**src/hw/rtl/lbps_pkg.sv**
```systemverilog
`timescale 1ns / 1ps
`default_nettype none
// ----------------------------------------------------------------------------
// lbps_pkg
// shared types, codes and phase tables of the led blink pattern sequencer
// ----------------------------------------------------------------------------
package lbps_pkg;

    localparam int DEF_SLICE_MS = 20;

    localparam int SLICE_W = 5;
    localparam int PMS_W   = 11;
    localparam int BLINK_W = 16;

    // command codes
    localparam logic [2:0] CMD_TICK    = 3'd0;
    localparam logic [2:0] CMD_SET     = 3'd1;
    localparam logic [2:0] CMD_BLINK   = 3'd2;
    localparam logic [2:0] CMD_SUSPEND = 3'd3;
    localparam logic [2:0] CMD_RESUME  = 3'd4;

    // pattern codes
    localparam logic [2:0] PAT_OFF           = 3'd0;
    localparam logic [2:0] PAT_SOLID         = 3'd1;
    localparam logic [2:0] PAT_SEARCHING     = 3'd2;
    localparam logic [2:0] PAT_UPDATED       = 3'd3;
    localparam logic [2:0] PAT_FAIL          = 3'd4;
    localparam logic [2:0] PAT_UNPROVISIONED = 3'd5;
    localparam logic [2:0] PAT_RECOVERY      = 3'd6;
    localparam logic [2:0] PAT_INVALID       = 3'd7;

    // configuration register indexes
    localparam logic CFG_ACTIVE_LOW  = 1'b0;
    localparam logic CFG_PIN_PRESENT = 1'b1;

    typedef struct packed {
        logic [2:0]  command;
        logic [2:0]  pattern;
        logic [15:0] shot_ms;
        logic        bus_busy;
    } lbps_in_t;

    typedef struct packed {
        logic       pin_level;
        logic       is_suspended;
        logic [2:0] active_pattern;
    } lbps_out_t;

    typedef struct packed {
        logic pol_inv;
        logic pin_present;
    } lbps_cfg_t;

    function automatic logic [PMS_W-1:0] phase_dur(input logic [2:0] p, input logic [1:0] i);
        logic [PMS_W-1:0] d;
        d = '0;
        case (p)
            PAT_SOLID:         d = (i == 2'd0) ? 11'd20  : ((i == 2'd1) ? 11'd5 : 11'd0);
            PAT_SEARCHING:     d = (i == 2'd0) ? 11'd100 : ((i == 2'd1) ? 11'd900 : 11'd0);
            PAT_UPDATED:       d = (i[1] == 1'b0) ? 11'd100 : 11'd0;
            PAT_FAIL:          d = (i[1] == 1'b0) ? 11'd80 : 11'd0;
            PAT_UNPROVISIONED: d = (i == 2'd3) ? 11'd760 : 11'd80;
            PAT_RECOVERY:      d = (i == 2'd0) ? 11'd100 : ((i == 2'd1) ? 11'd1900 : 11'd0);
            default:           d = (i == 2'd0) ? 11'd500 : 11'd0;
        endcase
        return d;
    endfunction

    function automatic logic phase_lvl(input logic [2:0] p, input logic [1:0] i);
        logic l;
        l = 1'b0;
        case (p)
            PAT_OFF, PAT_INVALID: l = 1'b0;
            PAT_UNPROVISIONED:    l = (i == 2'd0) || (i == 2'd2);
            default:              l = (i == 2'd0);
        endcase
        return l;
    endfunction

    function automatic logic [2:0] phase_cnt(input logic [2:0] p);
        logic [2:0] c;
        c = 3'd2;
        case (p)
            PAT_OFF, PAT_INVALID: c = 3'd1;
            PAT_UNPROVISIONED:    c = 3'd4;
            default:              c = 3'd2;
        endcase
        return c;
    endfunction

    function automatic logic [2:0] repeat_max(input logic [2:0] p);
        logic [2:0] r;
        r = 3'd1;
        case (p)
            PAT_UPDATED: r = 3'd3;
            PAT_FAIL:    r = 3'd5;
            default:     r = 3'd1;
        endcase
        return r;
    endfunction

endpackage
`default_nettype wire

```
**src/hw/rtl/lbps_core.sv**
```systemverilog
`timescale 1ns / 1ps
`default_nettype none
// ----------------------------------------------------------------------------
// lbps_core
// sequencer state and the combinational update for one input item
// ----------------------------------------------------------------------------
module lbps_core #(
    parameter int SLICE_MS = lbps_pkg::DEF_SLICE_MS
) (
    input  wire                 aclk,
    input  wire                 aresetn,
    input  wire                 step_en,
    input  lbps_pkg::lbps_in_t  item,
    input  lbps_pkg::lbps_cfg_t cfg,
    output lbps_pkg::lbps_out_t result
);
    import lbps_pkg::*;

    localparam logic [PMS_W-1:0]   SLICE_P = PMS_W'(SLICE_MS);
    localparam logic [SLICE_W-1:0] SLICE_S = SLICE_W'(SLICE_MS);

    logic [2:0]         cur_reg, cur_next;
    logic [2:0]         run_reg, run_next;
    logic [1:0]         pidx_reg, pidx_next;
    logic [PMS_W-1:0]   pms_reg, pms_next;
    logic [SLICE_W-1:0] slc_reg, slc_next;
    logic [2:0]         rep_reg, rep_next;
    logic [BLINK_W-1:0] pend_reg, pend_next;
    logic [BLINK_W-1:0] blk_reg, blk_next;
    logic               susp_reg, susp_next;
    logic               pin_reg, pin_next;

    logic wr_ok;
    logic restart;
    logic phase_go;
    logic slice_go;

    function automatic logic [SLICE_W-1:0] slice_len(input logic [PMS_W-1:0] p);
        return (p < SLICE_P) ? p[SLICE_W-1:0] : SLICE_S;
    endfunction

    assign wr_ok = !susp_reg && cfg.pin_present && !item.bus_busy;

    always_comb begin
        cur_next  = cur_reg;
        run_next  = run_reg;
        pidx_next = pidx_reg;
        pms_next  = pms_reg;
        slc_next  = slc_reg;
        rep_next  = rep_reg;
        pend_next = pend_reg;
        blk_next  = blk_reg;
        susp_next = susp_reg;
        pin_next  = pin_reg;
        restart   = 1'b0;
        phase_go  = 1'b0;
        slice_go  = 1'b0;
        case (item.command)
            CMD_TICK: begin
                // idle sequencer starts the selected pattern
                if (blk_reg == '0 && slc_reg == '0) begin
                    run_next  = cur_reg;
                    pidx_next = 2'd0;
                    rep_next  = 3'd0;
                    pms_next  = phase_dur(cur_reg, 2'd0);
                    if (wr_ok) begin
                        pin_next = phase_lvl(cur_reg, 2'd0) ^ cfg.pol_inv;
                    end
                    if (pend_reg != '0) begin
                        blk_next  = pend_reg;
                        pend_next = '0;
                        if (wr_ok) begin
                            pin_next = !cfg.pol_inv;
                        end
                    end else begin
                        slc_next = slice_len(pms_next);
                    end
                end
                if (blk_next != '0) begin
                    blk_next = blk_next - BLINK_W'(1);
                    if (blk_next == '0) begin
                        if (wr_ok) begin
                            pin_next = cfg.pol_inv;
                        end
                        slc_next = slice_len(pms_next);
                    end
                end else if (slc_next != '0) begin
                    slc_next = slc_next - SLICE_W'(1);
                    if (pms_next != '0) begin
                        pms_next = pms_next - PMS_W'(1);
                    end
                    if (slc_next == '0) begin
                        if (cur_next != run_next) begin
                            restart = 1'b1;
                        end else if (pms_next == '0) begin
                            if ({1'b0, pidx_next} + 3'd1 < phase_cnt(run_next)) begin
                                pidx_next = pidx_next + 2'd1;
                                phase_go  = 1'b1;
                            end else if (rep_next + 3'd1 < repeat_max(run_next)) begin
                                rep_next  = rep_next + 3'd1;
                                pidx_next = 2'd0;
                                phase_go  = 1'b1;
                            end else begin
                                if (run_next == PAT_UPDATED) begin
                                    cur_next = PAT_SOLID;
                                end else if (run_next == PAT_FAIL) begin
                                    cur_next = PAT_OFF;
                                end
                                restart = 1'b1;
                            end
                        end else begin
                            slice_go = 1'b1;
                        end
                    end
                end
                if (restart) begin
                    run_next  = cur_next;
                    pidx_next = 2'd0;
                    rep_next  = 3'd0;
                    phase_go  = 1'b1;
                end
                if (phase_go) begin
                    if (wr_ok) begin
                        pin_next = phase_lvl(run_next, pidx_next) ^ cfg.pol_inv;
                    end
                    pms_next = phase_dur(run_next, pidx_next);
                    slice_go = 1'b1;
                end
                if (slice_go) begin
                    if (pend_next != '0) begin
                        blk_next  = pend_next;
                        pend_next = '0;
                        if (wr_ok) begin
                            pin_next = !cfg.pol_inv;
                        end
                    end else begin
                        slc_next = slice_len(pms_next);
                    end
                end
            end
            CMD_SET: begin
                if (item.pattern != PAT_INVALID) begin
                    cur_next = item.pattern;
                end
            end
            CMD_BLINK: begin
                if (item.shot_ms != '0) begin
                    pend_next = item.shot_ms;
                end
            end
            CMD_SUSPEND: begin
                if (cfg.pin_present && !susp_reg) begin
                    pin_next  = cfg.pol_inv;
                    susp_next = 1'b1;
                end
            end
            CMD_RESUME: begin
                if (cfg.pin_present && susp_reg) begin
                    pin_next  = cfg.pol_inv;
                    susp_next = 1'b0;
                end
            end
            default: begin
            end
        endcase
    end

    always_ff @(posedge aclk) begin
        if (!aresetn) begin
            cur_reg  <= PAT_OFF;
            run_reg  <= PAT_OFF;
            pidx_reg <= '0;
            pms_reg  <= '0;
            slc_reg  <= '0;
            rep_reg  <= '0;
            pend_reg <= '0;
            blk_reg  <= '0;
            susp_reg <= 1'b0;
            pin_reg  <= 1'b0;
        end else if (step_en) begin
            cur_reg  <= cur_next;
            run_reg  <= run_next;
            pidx_reg <= pidx_next;
            pms_reg  <= pms_next;
            slc_reg  <= slc_next;
            rep_reg  <= rep_next;
            pend_reg <= pend_next;
            blk_reg  <= blk_next;
            susp_reg <= susp_next;
            pin_reg  <= pin_next;
        end
    end

    assign result.pin_level      = pin_next;
    assign result.is_suspended   = susp_next;
    assign result.active_pattern = cur_next;

endmodule
`default_nettype wire

```
**src/hw/rtl/led_blink_pattern_sequencer.sv**
```systemverilog
`timescale 1ns / 1ps
`default_nettype none
// ----------------------------------------------------------------------------
// led_blink_pattern_sequencer
// plays led blink patterns from millisecond ticks and control events
//
// s_ channel: one item per tick or event (command, pattern, shot_ms,
// bus_busy), taken on s_valid and s_ready.
// m_ channel: exactly one result per item (pin_level, is_suspended,
// active_pattern), in input order, on m_valid and m_ready.
// cfg_we writes register cfg_index (0 pol_inv, 1 pin_present) from
// cfg_data; write only while no item is in flight.
// path: an item is held in the input register, then its result in the
// result register, from which it is shown.
// throughput: one item per cycle while m_ready is high; the whole update
// of the sequencer state is a single pass of logic between the two registers.
// reset: pattern off, nothing pending, not suspended, pin level 0,
// pol_inv 1, pin_present 0; both channels empty.
// stall: while m_ready is low the result is held; one more item is taken
// into the input register, then s_ready drops until the result transfers.
// ----------------------------------------------------------------------------
module led_blink_pattern_sequencer #(
    parameter int SLICE_MS = lbps_pkg::DEF_SLICE_MS
) (
    input  wire                 aclk,
    input  wire                 aresetn,
    input  wire                 s_valid,
    output logic                s_ready,
    input  lbps_pkg::lbps_in_t  s_data,
    output logic                m_valid,
    input  wire                 m_ready,
    output lbps_pkg::lbps_out_t m_data,
    input  wire                 cfg_we,
    input  wire                 cfg_index,
    input  wire                 cfg_data
);
    import lbps_pkg::*;

    lbps_in_t  in_reg;
    logic      in_valid_reg;
    lbps_out_t out_reg;
    logic      out_valid_reg;
    lbps_cfg_t cfg_reg;
    lbps_out_t step_result;
    logic      out_free;
    logic      advance;
    logic      in_take;

    assign out_free = !out_valid_reg || m_ready;
    assign advance  = in_valid_reg && out_free;
    assign s_ready  = !in_valid_reg || out_free;
    assign in_take  = s_valid && s_ready;

    lbps_core #(
        .SLICE_MS(SLICE_MS)
    ) u_core (
        .aclk    (aclk),
        .aresetn (aresetn),
        .step_en (advance),
        .item    (in_reg),
        .cfg     (cfg_reg),
        .result  (step_result)
    );

    always_ff @(posedge aclk) begin
        if (!aresetn) begin
            in_valid_reg        <= 1'b0;
            out_valid_reg       <= 1'b0;
            cfg_reg.pol_inv     <= 1'b1;
            cfg_reg.pin_present <= 1'b0;
        end else begin
            if (in_take) begin
                in_valid_reg <= 1'b1;
            end else if (advance) begin
                in_valid_reg <= 1'b0;
            end
            if (advance) begin
                out_valid_reg <= 1'b1;
            end else if (m_ready) begin
                out_valid_reg <= 1'b0;
            end
            if (cfg_we) begin
                case (cfg_index)
                    CFG_ACTIVE_LOW:  cfg_reg.pol_inv     <= cfg_data;
                    CFG_PIN_PRESENT: cfg_reg.pin_present <= cfg_data;
                    default: begin
                    end
                endcase
            end
        end
    end

    // payload registers
    always_ff @(posedge aclk) begin
        if (in_take) begin
            in_reg <= s_data;
        end
        if (advance) begin
            out_reg <= step_result;
        end
    end

    assign m_valid = out_valid_reg;
    assign m_data  = out_reg;

endmodule
`default_nettype wire
```
**config.mk**
```make
export PLATFORM = sky130hd
export DESIGN_NAME = led_blink_pattern_sequencer
export DESIGN_NICKNAME = d
export VERILOG_FILES = /design/src/hw/rtl/lbps_pkg.sv /design/src/hw/rtl/lbps_core.sv /design/src/hw/rtl/led_blink_pattern_sequencer.sv
export SDC_FILE = /design/constraint.sdc
export NUM_CORES = 1
export LEC_CHECK = 0
export BUFFER_PORTS_ARGS = -buffer_cell sky130_fd_sc_hd__buf_2
export CORE_MARGIN = 2
export CORE_UTILIZATION = 25
export DETAILED_ROUTE_END_ITERATION = 10
export GPL_TIMING_DRIVEN = 0
export PLACE_DENSITY = 0.43
export SETUP_SLACK_MARGIN = 0.15
export SYNTH_ARGS = -nofsm -noshare
export SYNTH_HDL_FRONTEND = slang
export SYNTH_SLANG_ARGS = --single-unit
```
**constraint.sdc**
```tcl
create_clock -name aclk -period 7.8 [get_ports aclk]
set_input_delay 1.56 -clock aclk [delete_from_list [all_inputs] [get_ports aclk]]
set_output_delay 1.56 -clock aclk [all_outputs]
set_load 0.03 [all_outputs]
```
* Word level (Yosys, flattened, before mapping)
Cells that the tools add are included.
** Storage, ports and cells
- Input port bits :: 30
- Output and inout port bits :: 7
- Register bits after elaboration :: 93
- Word-level logic and storage cells :: 258
** Operators by class
- Add/sub/neg operators :: 6
- $lt $le $gt $ge :: 5
- Bitwise logic cells :: 3
- Mux-type cells :: 153
- Eq/ne operators :: 28
- Reductions and logical operators :: 42
** Operators by type and width (count)
- $mux 16 :: 12
- $mux 11 :: 16
- $mux 3 :: 38
- $pmux 11 s6 :: 1
- $reduce_bool 16->1 :: 4
- $mux 5 :: 11
- $mux 1 :: 51
- $eq 3x3->1 const B :: 12
- $lt 11x5->1 const B :: 3
- $logic_not 16->1 :: 2
- $pmux 16 s2 :: 1
- $pmux 9 s3 :: 1
- $mux 2 :: 11
- $eq 3x2->1 const B :: 7
- $mux 10 :: 2
- $pmux 3 s2 :: 3
- $sub 16x1->16 const B :: 1
- $mux 7 :: 2
- $logic_not 3->1 :: 4
- $logic_not 11->1 :: 1
- $reduce_bool 11->1 :: 1
- $sub 11x1->11 const B :: 1
- $logic_not 5->1 :: 2
- $eq 3x1->1 const B :: 3
- other kinds (25) :: 47

* Longest topological paths before layout
Gate-level depths: netlist (run 1).
- Depth in word-level cells :: 53
- Mapped depth :: 25
- Mapped depth without buffers :: 17

* Modules after synthesis
From an unflattened synthesis (run 1), not the netlist that was laid out.
** Second synthesis, totals
- Cells, all modules :: 898
- Area, all modules :: 6936.7 sq um
** By module, submodules not included
- lbps_core :: area each 5905.7 sq um, cells each 851, times used 1, seq. area each 1221.2 sq um
- led_blink_pattern_sequencer :: area each 1031.0 sq um, cells each 47, times used 1, seq. area each 920.9 sq um

* Worst setup path before layout (run 1)
Ideal clock, no wire load.
- Path type :: register to register
- Start :: register u_core.blk_reg[10]
- End :: register out_reg, in the netlist m_data[4], data pin
- Slack :: 2.019 ns
- Cell stages (with the launch flop) :: 26
- Setup time :: 0.260 ns
- Required time :: 7.540 ns
- Data arrival time :: 5.522 ns
- Path through :: dfxtp_1 > clkbuf_1 > nor2_1 > and4b_1 > buf_2 > and2_1 > buf_2 > buf_2 > buf_1 > buf_1 > buf_1 > a21oi_1 > ha_1 > or4b_2 > nor3_2 > nand2_1 > or2_2 > clkbuf_1 > or4_4 > nand4_2 > buf_6 > o211ai_1 > and2_1 > a211oi_1 > nand2_1 > mux2_2
** RTL lines
- from (decl) :: RTL line lbps_core.sv:29 : logic [BLINK_W-1:0] blk_reg, blk_next;
- from (signal assigned) :: RTL line lbps_core.sv:188 : blk_reg <= blk_next;
- to (signal assigned) :: RTL line led_blink_pattern_sequencer.sv:99 : out_reg <= step_result;
- to (decl) :: RTL line led_blink_pattern_sequencer.sv:41 : lbps_out_t out_reg;

* Worst setup path in the final report (run 1)
- Start :: register u_core.blk_reg[5]
- End :: register u_core.slc_reg[2]
** Between the ends
- Longest elaborated chain between the ends :: 34
- Elaborated cells between the ends (all ways) :: 135
- Those cells by class :: 6 x add/sub; 4 x order compare; 13 x eq/ne; 100 x mux; 12 x reduce/logical
** RTL lines
- $logic_not 16->1 :: RTL line lbps_core.sv:61 : if (blk_reg == '0 && slc_reg == '0) begin
- $logic_and 1x1->1 :: RTL line lbps_core.sv:61
- $mux 3 :: RTL line lbps_core.sv:61
- $mux 3 :: RTL line lbps_core.sv:58 : case (item.command)
- $eq 3x3->1 / $eq 3x2->1 (equally long branches) :: RTL line lbps_pkg.sv:94, lbps_core.sv:106, lbps_core.sv:104
- $pmux 3 s2 :: RTL line lbps_pkg.sv:94 : case (p)
- $mux 3 :: RTL line lbps_core.sv:96 : if ({1'b0, pidx_next} + 3'd1 < phase_cnt(run_next)) begin
- $mux 3 :: RTL line lbps_core.sv:95 : end else if (pms_next == '0) begin
- (+18 left out)
- $mux 11 (on tied branches) :: RTL line lbps_pkg.sv:58, lbps_pkg.sv:59, lbps_pkg.sv:63
- $pmux 11 s6 :: RTL line lbps_pkg.sv:57 : case (p)
- $mux 11 :: RTL line lbps_core.sv:122 : if (phase_go) begin
- $mux 11 :: RTL line lbps_core.sv:58
- $lt 11x5->1 :: RTL line lbps_core.sv:39 : return (p < SLICE_P) ? p[SLICE_W-1:0] : SLICE_S;
- $mux 5 :: RTL line lbps_core.sv:39
- $mux 5 :: RTL line lbps_core.sv:130 : if (pend_next != '0) begin
- $mux 5 (*) :: RTL line lbps_core.sv:129 : if (slice_go) begin
- to (signal assigned) :: RTL line lbps_core.sv:185 : slc_reg <= slc_next;
- to (decl) :: RTL line lbps_core.sv:26 : logic [SLICE_W-1:0] slc_reg, slc_next;
Every way passes the cells marked *; elsewhere a longest branch is shown, timed or not. The select of a mux whose other input is x is not followed.
A chain may end at the register's enable or synchronous reset.

==> results of run 1 <==
## worst register-to-register path: stages, from the launching register on
cell      delay (ps)
dfxtp_1          400
or4_1            550
buf_2            200
nor4_4           210
buf_4            190
and2_1           240
buf_2            310
buf_2            370
clkbuf_2         330
buf_2            330
buf_2            380
a21oi_1          180
ha_1             320
or4b_2           320
nor3_4            90
nand2_1          220
or2_2            150
clkbuf_1         310
buf_2            370
nor4_2           110
nor2_2           380
nor2_1           100
a41o_1           260
a211oi_2         370
nand3_1          280
a21o_1           240
## path summary, 6_finish.rpt
| kind | start | endpoint | cells past startpoint | slack, ps |
|---|---|---|---|---|
| min reg2reg | u_core.rep_reg[1]$_SDFFE_PN0P_ | u_core.rep_reg[1]$_SDFFE_PN0P_ | 2 | 450 |
| max | u_core.blk_reg[5]$_SDFFE_PN0P_ | u_core.slc_reg[2]$_SDFFE_PN0P_ | 25 | 500 |
| max reg2reg | u_core.blk_reg[5]$_SDFFE_PN0P_ | u_core.slc_reg[2]$_SDFFE_PN0P_ | 25 | 500 |
| min | u_core.rep_reg[1]$_SDFFE_PN0P_ | u_core.rep_reg[1]$_SDFFE_PN0P_ | 2 | 450 |
## per-layer routing
| metal | global-route usage | up-vias | share of wire |
|---|---|---|---|
| met3 | 0.02598 | 48 | 0.065 |
| met4 | 0.07561 | 0 | 0.033 |
| met2 | 0.2775 | 307 | 0.44 |
| li1 | - | 3308 | - |
| met1 | 0.2525 | 3224 | 0.46 |
| met5 | 0 | - | 0 |
## stage by stage
stage	setup slack (ps)	instance area [sq um]	TNS (ps)
CTS	261.9	7470	0
floorplan	2019	6543	0
detailed placement	-329.0	7142	-1202
global route	161.7	7526	0
finish	495.0	7526	0
global placement	-397.7	7142	-1901
## power groups by stage
stage / Clock (mW) / Combinational [mW] / Sequential (mW)
5_1_grt: 0.509 / 0.470 / 0.529
3_3_place_gp: 0 / 0.424 / 0.538
6_report: 0.480 / 0.438 / 0.526
4_1_cts: 0.492 / 0.421 / 0.526
3_5_place_dp: 0 / 0.417 / 0.537
2_1_floorplan: 0 / 0.282 / 0.535
## area by class of cell
class / count / share of cell area
clock inverter: 7 / 0.01180
timing repair buffer: 38 / 0.02594
tap: 335 / 0.05569
multi-input combinational: 675 / 0.5486
sequential: 93 / 0.2846
buffer: 62 / 0.03591
clock buffer: 9 / 0.02993
inverter: 15 / 0.007481
## cell usage after synthesis, types with 4 or more instances
cell type	n
nor2_1	111
nand2_1	84
dfxtp_1	65
a21oi_1	63
o21ai_0	48
nor3_1	44
clkbuf_1	43
edfxtp_1	28
nand3_1	25
a31oi_1	18
a211oi_1	17
a22oi_1	17
nor4_1	17
o211ai_1	16
inv_1	14
nand4_1	12
a221oi_1	11
and2_1	11
ha_1	11
buf_1	9
nand2b_1	9
or3_1	9
mux2i_1	8
o31ai_1	8
xnor2_1	8
buf_2	7
or4_1	6
xor2_1	6
a31o_2	5
and3_1	5
and4_1	5
or2_2	5
mux2_2	4
nor3b_1	4
nor4b_1	4
o21a_1	4
o22ai_1	4
## cells in the final DEF, fill, tap and decap left out, types with 5 or more instances in the layout
cell / n
inv_1: 14
a22oi_1: 17
or3_1: 9
o31ai_1: 8
xor2_1: 6
and2_1: 11
and4_1: 5
nor2_1: 110
o21ai_0: 48
nand2b_1: 9
nand2_1: 84
o211ai_1: 16
a31oi_1: 18
a31o_2: 5
a221oi_1: 11
nand4_1: 12
xnor2_1: 8
edfxtp_1: 28
nand3_1: 25
nor4_1: 15
nor3_1: 43
ha_1: 11
buf_1: 5
or4_1: 6
buf_2: 45
clkbuf_1: 42
and3_1: 5
dfxtp_1: 65
a211oi_1: 17
clkbuf_16: 9
mux2i_1: 8
or2_2: 5
a21oi_1: 62
## cells by family after synthesis
group                    share of synthesized area
multiplexers                               0.01912
XOR/XNOR                                   0.01874
AO/OA/AOI/OAI                               0.2796
adder cells (fa/ha/maj)                    0.02104
buffers and inverters                      0.04896
AND/OR/NAND/NOR                             0.2851
flip-flops                                  0.3274
## timing repair
action                                  CTS  global route
resized for setup                         4            11
endpoints found under the setup margin    9             9
buffers inserted                          0             2
endpoints found under the hold margin     0             0
pin swaps                                 0             1
hold buffers                              0             0
==> results.md, run 1 <==
* Yosys reg bits at 93
* Antenna violations before repair at 0
* Max_cap viols at 0
* Worst slew pin tran at 1290 ps
* Global-route wire length before repair at 38.95 mm
* CTS Buffer Depth at 2
* Worst setup EP type: flip-flop
* Die ar. at 27480 sq um
* Vias in the first global route at 6484
* Worst-Skew Late Latency at 370 ps
* Critical setup path kind: reg -> reg
* # clock sinks at 93
* CTS tree: built
* Clock skew at 17.84 ps
* Fin nets at 935
* Core Rows at 59
* Worst-path clk slew at 90 ps
* N_diodes at 0
* Data arrival, critical path at 7570 ps
* Multi-input logic area at 4129 sq um
* Psw at 562.0 uW
* Status: completed
* Distinct cells, synth at 83
* DR pass1 iterations at 5
* P per Cell Area at 191.8 nW/um^2
* Worst Path Max Fanout at 10
* Fin crit period at 7305 ps
* GRT Total Usage at 0.1803
* Cell taking the most area after synthesis: dfxtp_1
* Setup Viol. Count Final at 0
* Syn_nets at 886
* Post-route ant nets at 0
* Number of buffers and inverters on the critical path at 9
* Overflow after GRT at 0
* Mapped Area at 6543 sq um
* Delay-heaviest family, CP: buffers and inverters
* Die height at 165.8 microns
* Placed insts at 1216
* Vias/cell at 5.581
* Die width at 165.8 microns
* Cell Count, Final, Fillers Out at 1234
* Fmax at 136.9 MHz
* CTS buffer count at 9
* Clock power share at 0.332
* Largest net degree at the start of global routing at 24
* Worst setup SP type: flip-flop
* Ys flop type: dfxtp_1
* Worst Path Required at 8060 ps
* Fin crit share at 0.9365
* WL/cell at 20.30 microns
* P&R area growth vs syn at 15.03%
* Worst min path class: reg -> reg
* Most used cell, CP: buf_2
* Root Driver: clkbuf_16
* Seq. cell area at 2142 sq um
* Syn_area_per_cell at 7.743 sq um
* Combinational power share at 0.303
* DR vias at 6887
* Fillers at 2760
* Core Util, Final at 0.2905
* Lkg Pwr at 2.634 nW
* CP peak stage delay at 550 ps
* Max reg flops at 23
* DP Wirelength at 18.71 mm
* Synth area leaders: dfxtp_1 (20%), edfxtp_1 (13%), nor2_1 (6.4%)
* Final hold slack at 450.7 ps
* Core Region at 25910 sq um
* VDD IR max at 0.00009777 V
* RSZ-0062 raised after global routing: false
* Synth warnings at 0
* Worst slew margin at 0.1281
* Sequential area share after synthesis at 0.3274
* Layout cells sized above 1 at 0.1235
* Final Slew Violations at 0
* Slowest CP cell: or4_1
* Share of power burned in registers at 0.365
* Starting density of the core at 0.2525
* Share of the synthesized area in the top cell type at 0.1989
* Final hold violation count at 0
* DRC viols at 0
* 1st-iter DRT viols at 578
* Async SR Flop Fraction at 0
* Total power at 1.444 mW
* Port bufs at 36
* Power Internal at 881.5 uW
* Wirelength, routed at 25.06 mm
* Final Wtd Congestion at 0.9125
* IO Pins at 37
* Switching part of the total at 0.3893
* Number of synthesized flops with an enable pin at 28
* Cell count after synthesis at 845
* H-tree Lvls at 3
Note: power is estimated with default switching activity, not from simulation.
==> run 2, diff against run 1 <==
RECOVER_POWER = 100   (was not set)
SKIP_CTS_REPAIR_TIMING = 1   (was not set)
==> results.md, run 2 (synthesized netlist as in run 1, its figures left out) <==
* CTS Buffer Depth at 2 (unchanged)
* CP peak stage delay at 550 ps (about the same)
* Psw at 559.5 uW (-0.45%)
* Antenna violations before repair at 0 (unchanged)
* TNS Setup at 0 ps (unchanged)
* GRT Total Usage at 0.1802 (about the same)
* Post-route ant nets at 0 (unchanged)
* Worst setup SP type: flip-flop
* Combinational power share at 0.302 (about the same)
* Critical Path Source: u_core.blk_reg[5]$_SDFFE_PN0P_
* Wirelength, routed at 25.03 mm (about the same)
* Switching part of the total at 0.3886 (-0.0007415)
* Most used cell, CP: buf_2
* Core Region at 25910 sq um (unchanged)
* Lkg Pwr at 2.609 nW (-0.92%)
* Worst-Skew Late Latency at 370 ps (about the same)
* Delay-heaviest family, CP: buffers and inverters
* Worst slew margin at 0.09596 (-0.03215)
* Starting density of the core at 0.2525 (unchanged)
* P&R area growth vs syn at 14.63%
* Fmax at 136.6 MHz (-0.20%)
* CTS tree: built
* Share of power burned in registers at 0.366 (about the same)
* Die ar. at 27480 sq um (unchanged)
* Setup Viol. Count Final at 0 (unchanged)
* Power Internal at 880.3 uW (-0.14%)
* Most common cell after layout, fill and taps aside: nor2_1
* Die width at 165.8 microns (unchanged)
* Global-route wire length before repair at 38.94 mm (about the same)
* Setup slack after layout at 480.3 ps (-14.67 ps)
* Number of buffers and inverters on the critical path at 9 (unchanged)
* Critical setup path kind: reg -> reg
* Clock skew at 18.34 ps (+0.4936 ps)
* Port bufs at 36 (unchanged)
* RSZ-0062 raised after global routing: false
* Root Driver: clkbuf_16
* R2r setup slk at 480 ps (about the same)
* Worst slew pin tran at 1355 ps (+65.63 ps)
* Core Rows at 59 (unchanged)
* Final Slew Violations at 0 (unchanged)
* # clock sinks at 93 (unchanged)
* Hold_sp: u_core.rep_reg[1]$_SDFFE_PN0P_
* Vias/cell at 5.576 (about the same)
* Die height at 165.8 microns (unchanged)
* Worst slack, placed at -329.0 ps (unchanged)
* H-tree Lvls at 3 (unchanged)
* 1st-iter DRT viols at 611 (+5.7%)
* DP Wirelength at 18.71 mm (unchanged)
* Final hold violation count at 0 (unchanged)
* Vias in the first global route at 6478 (-0.093%)
* WL/cell at 20.29 microns (about the same)
* Overflow after GRT at 0 (unchanged)
* Clock power share at 0.332 (about the same)
* Slowest CP cell: or4_1
* Worst setup EP type: flip-flop
* Cell Count, Final, Fillers Out at 1234 (unchanged)
* Worst R2R Start: u_core.blk_reg[5]$_SDFFE_PN0P_
* CTS buffer count at 9 (unchanged)
* IO Pins at 37 (unchanged)
* Final Wtd Congestion at 0.9125 (unchanged)
* Fin nets at 935 (unchanged)
* Status: completed
* Fin crit period at 7320 ps (+14.67 ps)
* Placed insts at 1216 (unchanged)
* Data arrival, critical path at 7580 ps (about the same)
* Most frequent cells in the layout: nor2_1 (110), nand2_1 (84), dfxtp_1 (65)
* DR pass1 iterations at 5 (unchanged)
* Layout cells sized above 1 at 0.1123 (-0.01112)
* Worst Path Max Fanout at 10 (unchanged)
* DR vias at 6881 (-0.087%)
* N_diodes at 0 (unchanged)
* Worst min path class: reg -> reg
* P per Cell Area at 192.0 nW/um^2 (about the same)
* Max reg flops at 23 (unchanged)
* Core Util, Final at 0.2894 (-0.001014)
* Largest net degree at the start of global routing at 24 (unchanged)
* Worst-path clk slew at 90 ps (about the same)
* DRC viols at 0 (unchanged)
* VDD IR max at 0.00009755 V (-0.22%)
* Fin crit share at 0.9384 (+0.001880)
* Max_cap viols at 0 (unchanged)
* Worst Path Required at 8060 ps (about the same)
-- run 2: cell type report --
class	count	area (sq um)
timing repair buffer	38	185.2
multi-input combinational	675	4113
tap	335	419.2
sequential	93	2142
inverter	15	56.30
buffer	62	270.3
fill	2766	18410
clock buffer	9	225.2
clock inverter	7	88.84
-- run 2: path summary, 6_finish.rpt --
path                                    end  cells past startpoint
max reg2reg  u_core.slc_reg[2]$_SDFFE_PN0P_                     25
max          u_core.slc_reg[2]$_SDFFE_PN0P_                     25
min reg2reg  u_core.rep_reg[1]$_SDFFE_PN0P_                      2
min          u_core.rep_reg[1]$_SDFFE_PN0P_                      2
-- run 2: layer usage --
layer / part of all wire / GRT usage / vias to the layer above / wire length [microns]
li1: - / - / 3303 / -
met1: 0.45 / 0.2530 / 3224 / 11370
met2: 0.44 / 0.2775 / 306 / 10940
met3: 0.074 / 0.02526 / 48 / 1863
met4: 0.034 / 0.07524 / 0 / 856
met5: 0 / 0 / - / 0
-- run 2: worst register-to-register path, cell delays in order, from the launching register on --
cell and delay (ps):
dfxtp_1 400, or4_1 560, buf_2 200, nor4_4 210, buf_4 190, and2_1 240
buf_2 310, buf_2 360, clkbuf_2 330, clkbuf_2 340, buf_2 410, a21oi_1 160
ha_1 290, or4b_2 310, nor3_4 80, nand2_1 220, or2_2 150, clkbuf_1 320
buf_2 370, nor4_1 140, nor2_2 390, nor2_1 100, a41o_1 260, a211oi_2 360
nand3_1 280, a21o_1 240
-- run 2: per-stage QoR --
stage / area (sq um) / total power, mW / hold WS [ps]
final: 7500 / 1.440 / 452.6
after CTS: 7456 / 1.438 / 458.5
after detailed placement: 7142 / 0.9542 / 447.8
after floorplan: 6543 / 0.8167 / 427.3
after global routing: 7500 / 1.506 / 482.4
after global placement: 7142 / 0.9612 / 439.5
-- run 2: power by group through the flow --
stage / logic [mW] / clock network (mW) / registers, mW
floorplan: 0.282 / 0 / 0.535
global placement: 0.424 / 0 / 0.538
detailed placement: 0.417 / 0 / 0.537
CTS: 0.419 / 0.492 / 0.526
global route: 0.468 / 0.509 / 0.529
finish: 0.435 / 0.479 / 0.526
